`config.mk`:
```
export PLATFORM = sky130hd
export DESIGN_NAME = ils_cell
export DESIGN_NICKNAME = d
export VERILOG_FILES = /design/src/sv/ils_pkg.sv /design/src/sv/ils_cell.sv
export SDC_FILE = /design/constraint.sdc
export NUM_CORES = 1
export LEC_CHECK = 0
export BUFFER_PORTS_ARGS = -buffer_cell sky130_fd_sc_hd__buf_2
export CAP_MARGIN = 25
export CORE_MARGIN = 4
export CORE_UTILIZATION = 40
export CTS_CLUSTER_DIAMETER = 120
export DETAILED_ROUTE_END_ITERATION = 6
export PLACE_DENSITY = 0.76
export SYNTH_ARGS = -nofsm -noshare
export SYNTH_HDL_FRONTEND = slang
export SYNTH_SLANG_ARGS = --single-unit
```
`constraint.sdc`:
```
create_clock -name i_clk -period 2.5 [get_ports i_clk]
set_input_delay 0.5 -clock i_clk [delete_from_list [all_inputs] [get_ports i_clk]]
set_output_delay 0.5 -clock i_clk [all_outputs]
set_load 0.005 [all_outputs]
```
`src/sv/ils_pkg.sv`:
```
// ----------------------------------------------------------------------------
// ils_pkg: shared types and constants for the indexed list store
// Holds the operation codes, the controller states, the command that is
// broadcast to every storage cell, and the fixed field widths.
// ----------------------------------------------------------------------------
`default_nettype none

package ils_pkg;

    // Fixed field widths of the item and result beats.
    localparam int DATA_W       = 32;
    localparam int POS_W        = 7;
    localparam int OP_W         = 3;
    localparam int FPOS_W       = 6;
    localparam int LEN_W        = 7;

    // Default number of list entries.
    localparam int CAPACITY_DEF = 64;

    // Operation codes; the one unused code is refused.
    typedef enum logic [OP_W-1:0] {
        OP_APPEND = 3'd0,
        OP_INSERT = 3'd1,
        OP_SET    = 3'd2,
        OP_REMOVE = 3'd3,
        OP_GET    = 3'd4,
        OP_FIND   = 3'd5,
        OP_CLEAR  = 3'd6
    } t_op;

    // Controller states.
    typedef enum logic {
        S_IDLE,
        S_DONE
    } t_state;

    // Command broadcast to every cell on an accepted beat.
    typedef struct packed {
        logic ins;   // shift right from the position, load data at it
        logic wr;    // overwrite the entry at the position
        logic rem;   // shift left into the position
        logic rd;    // capture the entry at the position
        logic find;  // compare live entries against the data
    } t_cell_cmd;

endpackage

`default_nettype wire

```
`src/sv/ils_cell.sv`:
```
// ----------------------------------------------------------------------------
// ils_cell: one storage cell of the list chain
// Holds one entry. On an accepted beat it keeps its value, takes its left or
// right neighbor's value, or loads the broadcast data, and it captures a read
// tap and a match flag for the result reduction.
// ----------------------------------------------------------------------------
`default_nettype none

module ils_cell
    import ils_pkg::*;
#(
    parameter int PW = 7
) (
    input  wire logic              i_clk,
    input  wire logic              i_en,
    input  wire t_cell_cmd         i_cmd,
    input  wire logic [PW-1:0]     i_index,
    input  wire logic [PW-1:0]     i_pos,
    input  wire logic [PW-1:0]     i_count,
    input  wire logic [DATA_W-1:0] i_data,
    input  wire logic [DATA_W-1:0] i_left,
    input  wire logic [DATA_W-1:0] i_right,
    output logic      [DATA_W-1:0] o_value,
    output logic      [DATA_W-1:0] o_tap,
    output logic                   o_match
);

    logic [DATA_W-1:0] r_value;
    logic [DATA_W-1:0] n_value;
    logic [DATA_W-1:0] r_tap;
    logic [DATA_W-1:0] n_tap;
    logic              r_match;
    logic              n_match;
    logic              at_pos;

    assign at_pos = (i_index == i_pos);

    // Entry update: shifts move whole entries one cell along the chain.
    always_comb begin
        n_value = r_value;
        if (i_cmd.ins) begin
            if (at_pos) begin
                n_value = i_data;
            end else if (i_index > i_pos) begin
                n_value = i_left;
            end
        end else if (i_cmd.wr && at_pos) begin
            n_value = i_data;
        end else if (i_cmd.rem && (i_index >= i_pos)) begin
            n_value = i_right;
        end
    end

    // Read tap and match flag, both taken from the value before the update.
    always_comb begin
        n_tap   = (i_cmd.rd && at_pos) ? r_value : '0;
        n_match = i_cmd.find && (i_index < i_count) && (r_value == i_data);
    end

    always_ff @(posedge i_clk) begin
        if (i_en) begin
            r_value <= n_value;
            r_tap   <= n_tap;
            r_match <= n_match;
        end
    end

    assign o_value = r_value;
    assign o_tap   = r_tap;
    assign o_match = r_match;

endmodule

`default_nettype wire

```
==> results.md, run 1 <==
- Clock latency on the worst-skew pair: 0.32 ns
- DP Worst Slack: 0.05269 ns
- Worst EP arrival: 2.18 ns
- Mux cell area share after synthesis: 0
- Post-Route WL: 10.60 mm
- Ys flop type: edfxtp_1
- Cells after synthesis: 269
- Power per cell area: 535.6 nW/um^2
- GR Overflow Total: 0
- Synth Warn #: 0
- Clock Skews: 0.005322 ns
- Antenna cells: 0
- Status: complete, no violations
- Commonest non-fill, non-tap cell in the layout: buf_2
- Sequential share of the synthesized area: 0.5721
- Cell Int Power: 1.837 mW
- Chip height: 100.4 microns
- Die ar.: 10070 sq um
- Via/cell ratio: 5.389
- Avg Cell Area, Syn: 12.68 sq um
- Via count: 3077
- WL/cell: 18.56 microns
- Fin. max-slew vios: 0
- CTS HTree Levels: 3
- First-pass GRT wire length: 15.89 mm
- Worst R2R Path Depth: 4
- Crit-path max FO: 32
- Area growth syn-to-layout: 36.01%
- # rows: 33
- Placed cell area: 4487 sq um
- Pin count of the biggest net entering global routing: 33
- Flop pwr share: 0.532
- Slew @ Worst Pin: 0.9024 ns
- Post-synth EDFFs: 65
- Fillers: 731
- XOR/XNOR share of the synthesized area: 0.08214
- 1st-pass router iterations: 7
- Worst setup EP type: flip-flop
- Adder-cell share of the synthesized area: 0.04767
- IO buf count: 188
- Most frequent cells in the layout: buf_2 (188), edfxtp_1 (65), inv_1 (45)
- Final setup violation count: 0
- Clk pwr share: 0.292
- Sw frac: 0.2609
- Setup bufs post-CTS: 0
- Final TNS setup: 0 ns
- Gate power share: 0.176
- Complex-gate fraction of the synthesized area: 0.1221
- Number of buffers created by CTS: 9
- Critical path required time: 2.57 ns
- Synth Area in Simple Gates: 0.1012
- Post-synth ARST share: 0
- Design Power: 2.486 mW
- CTS tree: done
- Nets: 598
- Fmax: 473.3 MHz
- Max_cap viols: 0
- CP Launch Type: input pin
- Largest cells by area after synthesis: edfxtp_1 (57%), a222oi_1 (9.4%), xor2_1 (7.2%)
- DR iter-0 viols: 271
- Root Buffer: clkbuf_8
- Post_cts resized: 0
- Minimum clock period: 2.113 ns
- Post-DRT Antenna Nets: 0
- Count of final hold-check violations: 0
- Max transition margin: 0.3970
- Synth cell types: 29
- HPWL after DPL: 8.330 mm
- Final core occ: 0.5620
- Fraction of layout cells with a size suffix above 1: 0.4571
- Core Region: 8258 sq um
- Cell area after synthesis: 3412 sq um
- Seq cells post-synth: 65
- Initial Utilization: 0.4132
- Hold path cells: 3
- RSZ-0062 raised after global routing: false
- Static Leakage: 2.334 nW
- Clock buffer depth: 2
- Antenna violations before repair: 0
- Gr usage total: 0.2056
- Syn nets: 406
- Critical path type: input pin to flip-flop
- # IOs: 189
- CTS Hold Bufs: 0
- Crit share post-route: 0.8452
- Main combinational cell family by area after synthesis: compound AO/OA/AOI/OAI gates
- Sw power: 0.6485 mW
- Post-synth top area share: 0.5721
- Sink Count: 65
- DIE WIDTH: 100.4 microns
- RD Place Congestion: 0.9270
- Min-delay worst type: input pin to flip-flop
- Peak VDD IR: 0.2690 mV
- DRC viols: 0
- Vias in the first global route: 3099
- CTS clk-pin slew, worst paths: 0.07 ns
- Largest area contributor in the netlist: edfxtp_1
- Final Instance Area: 4641 sq um
- Worst Slack Setup Final: 0.3870 ns
-- power groups by stage --
stage	logic (mW)	clock network, mW	registers, mW
after floorplan	0.177	0	1.34
after global placement	0.424	0	1.34
after detailed placement	0.438	0	1.34
after CTS	0.440	0.741	1.32
after global routing	0.483	0.782	1.33
final	0.438	0.726	1.32
-- worst max-delay path, stage by stage --
cell,delay (ns)
buf_2,0.12
ha_1,0.32
nand3_2,0.13
nor2_4,0.28
a21oi_4,0.28
a222oi_1,0.45
inv_1,0.08
-- through the flow --
stage               instances  hold WS, ns
finish                    571       0.4720
global route              571       0.4593
CTS                       571       0.4534
detailed placement        555       0.6084
global placement          555       0.6046
floorplan                 269       0.6125
-- flip-flops by register name, summed over array words and instances, names as in the netlist --
name	flops
o_value	32
o_tap	32
o_match	1
-- cells in the mapped netlist (2+ instances only) --
cell	count
nand4_1	4
xnor2_1	4
nor4_1	6
buf_2	6
nand2b_1	2
a211oi_1	2
and3_1	32
nor2b_1	2
ha_1	13
a21oi_1	3
nor3_1	2
a21o_1	3
clkbuf_1	6
buf_6	3
edfxtp_1	65
xor2_1	28
inv_1	45
a222oi_1	32
-- metal layers --
metal	routed length, microns	share of wire	track usage	vias to the layer above
met5	0	0	0	-
met4	136	0.013	0.06632	0
met3	1016	0.096	0.04726	12
met2	5507	0.52	0.3563	173
met1	3938	0.37	0.2531	1473
li1	-	-	-	1419
-- cells by family after synthesis --
logic type / after synthesis
buffers and inverters: 60
adders and majority gates: 13
DFF: 65
and+or+nand+nor: 54
AOI/OAI and AO/OA: 45
xor gates and xnor gates: 32
-- cell type report --
cell class,count,area [sq um],area share
multi-input combinational,144,1209,0.2604
clock buffer,11,131.4,0.02831
timing repair buffer,196,1026,0.2211
clock inverter,5,22.52,0.004853
inverter,45,168.9,0.03640
sequential,65,1952,0.4206
tap,105,131.4,0.02831
-- path summary, 6_finish.rpt --
path / startpoint / to / slack (ns)
worst min-delay path: i_left[20] / o_value[20] / 0.47
worst max register to register: o_value[3] / o_match / 0.90
worst min register to register: o_value[16] / o_tap[16] / 0.62
worst max-delay path: i_index[4] / o_value[29] / 0.39
Note: power is estimated with default switching activity, not from simulation.
==> run 2: changes to the inputs <==
--- a/config.mk
+++ b/config.mk
@@ -5,13 +5,14 @@
 export SDC_FILE = /design/constraint.sdc
 export NUM_CORES = 1
 export LEC_CHECK = 0
+export ABC_AREA = 1
 export BUFFER_PORTS_ARGS = -buffer_cell sky130_fd_sc_hd__buf_2
 export CAP_MARGIN = 25
 export CORE_MARGIN = 4
-export CORE_UTILIZATION = 40
+export CORE_UTILIZATION = 48
 export CTS_CLUSTER_DIAMETER = 120
 export DETAILED_ROUTE_END_ITERATION = 6
-export PLACE_DENSITY = 0.76
+export PLACE_DENSITY = 0.81
 export SYNTH_ARGS = -nofsm -noshare
 export SYNTH_HDL_FRONTEND = slang
 export SYNTH_SLANG_ARGS = --single-unit
==> constraint.sdc (replaced) <==
create_clock -name i_clk -period 2.15 [get_ports i_clk]
set_input_delay 0.43 -clock i_clk [delete_from_list [all_inputs] [get_ports i_clk]]
set_output_delay 0.43 -clock i_clk [all_outputs]
set_load 0.005 [all_outputs]
==> run 2 against run 1 <==
Compared with the run above: die area is 2.8% higher; count of clock-buffer cells in the layout stayed put; core utilization is 11 points higher; critical path depth rose by 3; via count increased by 29%; non-clock buffer count rose by 3; worst hold slack got worse by 0.071 ns; setup slack better by 0.051 ns; global-route usage rose by 3.5 points; largest cell class unchanged.
==> results.md, run 2 <==
- Post-DRT Antenna Nets: 0 (unchanged)
- Synth top cells by count: nand2_1 (107), inv_1 (86), edfxtp_1 (65)
- DRC viols: 0 (unchanged)
- Cell Int Power: 2.311 mW (+26%)
- Gate power share: 0.210 (+0.034)
- Static Leakage: 2.959 nW (+27%)
- Setup bufs post-CTS: 0 (unchanged)
- Clk pwr share: 0.308 (+0.016)
- Seq cells post-synth: 65 (unchanged)
- Vias in the first global route: 4065 (+31%)
- CTS tree: done
- Largest area contributor in the netlist: edfxtp_1
- WL met2: 6.554 mm (+19%)
- Critical path type: input pin to flip-flop
- Count of final hold-check violations: 0 (unchanged)
- Synth Warn #: 0 (unchanged)
- RD Place Congestion: 0.9088 (-2.0%)
- Met3 wire length: 1.003 mm (-1.3%)
- DR iter-0 viols: 157 (-42%)
- DR top layer: met4
- Post-synth EDFFs: 65 (unchanged)
- Die ar.: 10350 sq um (+2.8%)
- Post-synth top area share: 0.4628 (-0.1093)
- Most frequent cell after synthesis: nand2_1
- Clock latency on the worst-skew pair: 0.34 ns (+0.02 ns)
- # IOs: 189 (unchanged)
- Number of buffers created by CTS: 9 (unchanged)
- Fin. max-slew vios: 0 (unchanged)
- Hold wc startpoint: i_right[8]
- Pin count of the biggest net entering global routing: 33 (unchanged)
- HPWL after DPL: 9.680 mm (+16%)
- Initial Utilization: 0.5032 (+0.09003)
- Max transition margin: 0.6812 (+0.2842)
- WL/cell: 16.40 microns (-12%)
- CTS HTree Levels: 3 (unchanged)
- Clock buffer depth: 2 (unchanged)
- Flop pwr share: 0.482 (-0.050)
- CP Launch Point: i_pos[3]
- Syn nets: 603 (+49%)
- Antenna violations before repair: 1 (+1)
- Nets: 794 (+33%)
- Crit share post-route: 0.7963
- Post-synth ARST share: 0 (unchanged)
- First-pass GRT wire length: 19.22 mm (+21%)
- FF-to-FF Start: o_value[14]
- Max_cap viols: 0 (unchanged)
- Design Power: 3.190 mW (+28%)
- Area growth syn-to-layout: 32.78%
- Final Instance Area: 5600 sq um (+21%)
- Root Buffer: clkbuf_8
- Fraction of layout cells with a size suffix above 1: 0.4441 (-0.01297)
- Clock Skews: 0.01057 ns (+0.005250 ns)
- Core Region: 8382 sq um (+1.5%)
- Cell area after synthesis: 4218 sq um (+24%)
- 1st-pass router iterations: 5 (-2)
- Post-Route WL: 12.60 mm (+19%)
- Via count: 3962 (+29%)
- Sw frac: 0.2756 (+0.01470)
- Hold slack: 0.4010 ns (-0.07103 ns)
- Gr usage total: 0.2410 (+0.03543)
- Post_cts resized: 0 (unchanged)
- CP Launch Type: input pin
- Sw power: 0.8792 mW (+36%)
- Cells after synthesis: 466 (+73%)
- Fmax: 584.1 MHz
- R2R Setup Slk: 0.89 ns (about the same)
- Peak VDD IR: 0.3504 mV (+30%)
- Via/cell ratio: 5.159 (-4.3%)
- Chip height: 101.7 microns (+1.4%)
- Largest cells by area after synthesis: edfxtp_1 (46%), nand2_1 (9.5%), o211ai_2 (8.9%)
- RSZ-0062 raised after global routing: false
- Minimum clock period: 1.712 ns
- Sequential share of the synthesized area: 0.4628 (-0.1093)
- Final core occ: 0.6682 (+0.1062)
- Slew @ Worst Pin: 0.4782 ns (-0.4242 ns)
- Critical path required time: 2.19 ns (-0.38 ns)
- Post-Route M1 WL: 4.782 mm (+21%)
- GR Overflow Total: 0 (unchanged)
- DIE WIDTH: 101.7 microns (+1.4%)
- Placed cell area: 5420 sq um (+21%)
- Synth cell types: 24 (-17%)
- CTS clk-pin slew, worst paths: 0.07 ns (about the same)
- Ys flop type: edfxtp_1
- Avg Cell Area, Syn: 9.051 sq um (-29%)
- Commonest non-fill, non-tap cell in the layout: buf_2
- # rows: 33 (unchanged)
- Power per cell area: 569.6 nW/um^2 (+6.3%)
- Worst EP arrival: 1.75 ns (-0.43 ns)
- Worst setup EP type: flip-flop
- Min-delay worst type: input pin to flip-flop
- Final setup violation count: 0 (unchanged)
- Status: complete, no violations
- Most frequent cells in the layout: buf_2 (188), nand2_1 (106), inv_1 (79)
- Crit-path max FO: 16 (-50%)
- CTS Hold Bufs: 0 (unchanged)
- IO buf count: 188 (unchanged)
- Sink Count: 65 (unchanged)
- Final TNS setup: 0 ns (unchanged)
## run 2: changes by cell type after synthesis, moves of 29 or more
cell and delta:
and3_1 -32, o211ai_2 +30, nand3_2 +29, nor2_1 +55, nand2_1 +107, nand3_1 +37
a222oi_1 -32, inv_1 +41
## run 2: per-stage QoR
stage,worst slack (ns),std cells
after floorplan,-0.001902,466
after global placement,0.1252,751
after detailed placement,0.1012,751
after CTS,0.4455,767
after global routing,0.3408,768
final,0.4380,768
## run 2: final timing paths
kind	endpoint	cells after the start
worst max register to register	o_match	7
worst min register to register	o_tap[28]	2
worst min-delay path	o_value[8]	3
worst max-delay path	o_value[15]	10
## run 2: cells by family after synthesis
| family | synth area share |
|---|---|
| xor+xnor | 0.008308 |
| simple gates | 0.2717 |
| buf+inv | 0.1121 |
| fa+ha+maj | 0.03857 |
| compound gates | 0.1065 |
| flops | 0.4628 |
## run 2: power by group through the flow
stage          sequential [mW]  clock (mW)  combinational, mW
6_report                  1.54       0.983              0.671
5_1_grt                   1.54        1.05              0.746
4_1_cts                   1.54       0.986              0.675
3_5_place_dp              1.56           0              0.672
3_3_place_gp              1.56           0              0.648
2_1_floorplan             1.57           0              0.334
## run 2: layout make-up
type                            count  area (sq um)
Clock buffer                       11         131.4
Inverter                           87         356.6
Timing Repair Buffer              199          1074
Tap cell                          105         131.4
Sequential cell                    65          1952
Antenna cell                        1         2.502
Fill cell                         734          2781
Multi-Input combinational cell    295          1907
Clock inverter                      5         46.29
## run 2: critical path: stages
cell     delay, ns
buf_2         0.16
inv_12        0.03
ha_4          0.25
nand2_1       0.05
nor2_1        0.12
nand2_2       0.10
inv_4         0.10
nand3_2       0.10
a21oi_4       0.20
buf_12        0.19
## run 2: per-layer routing
metal / GRT usage / vias to the layer above
met3: 0.05165 / 24
met1: 0.2746 / 1865
met4: 0.1022 / 0
met2: 0.4341 / 169
met5: 0 / -
li1: - / 1904
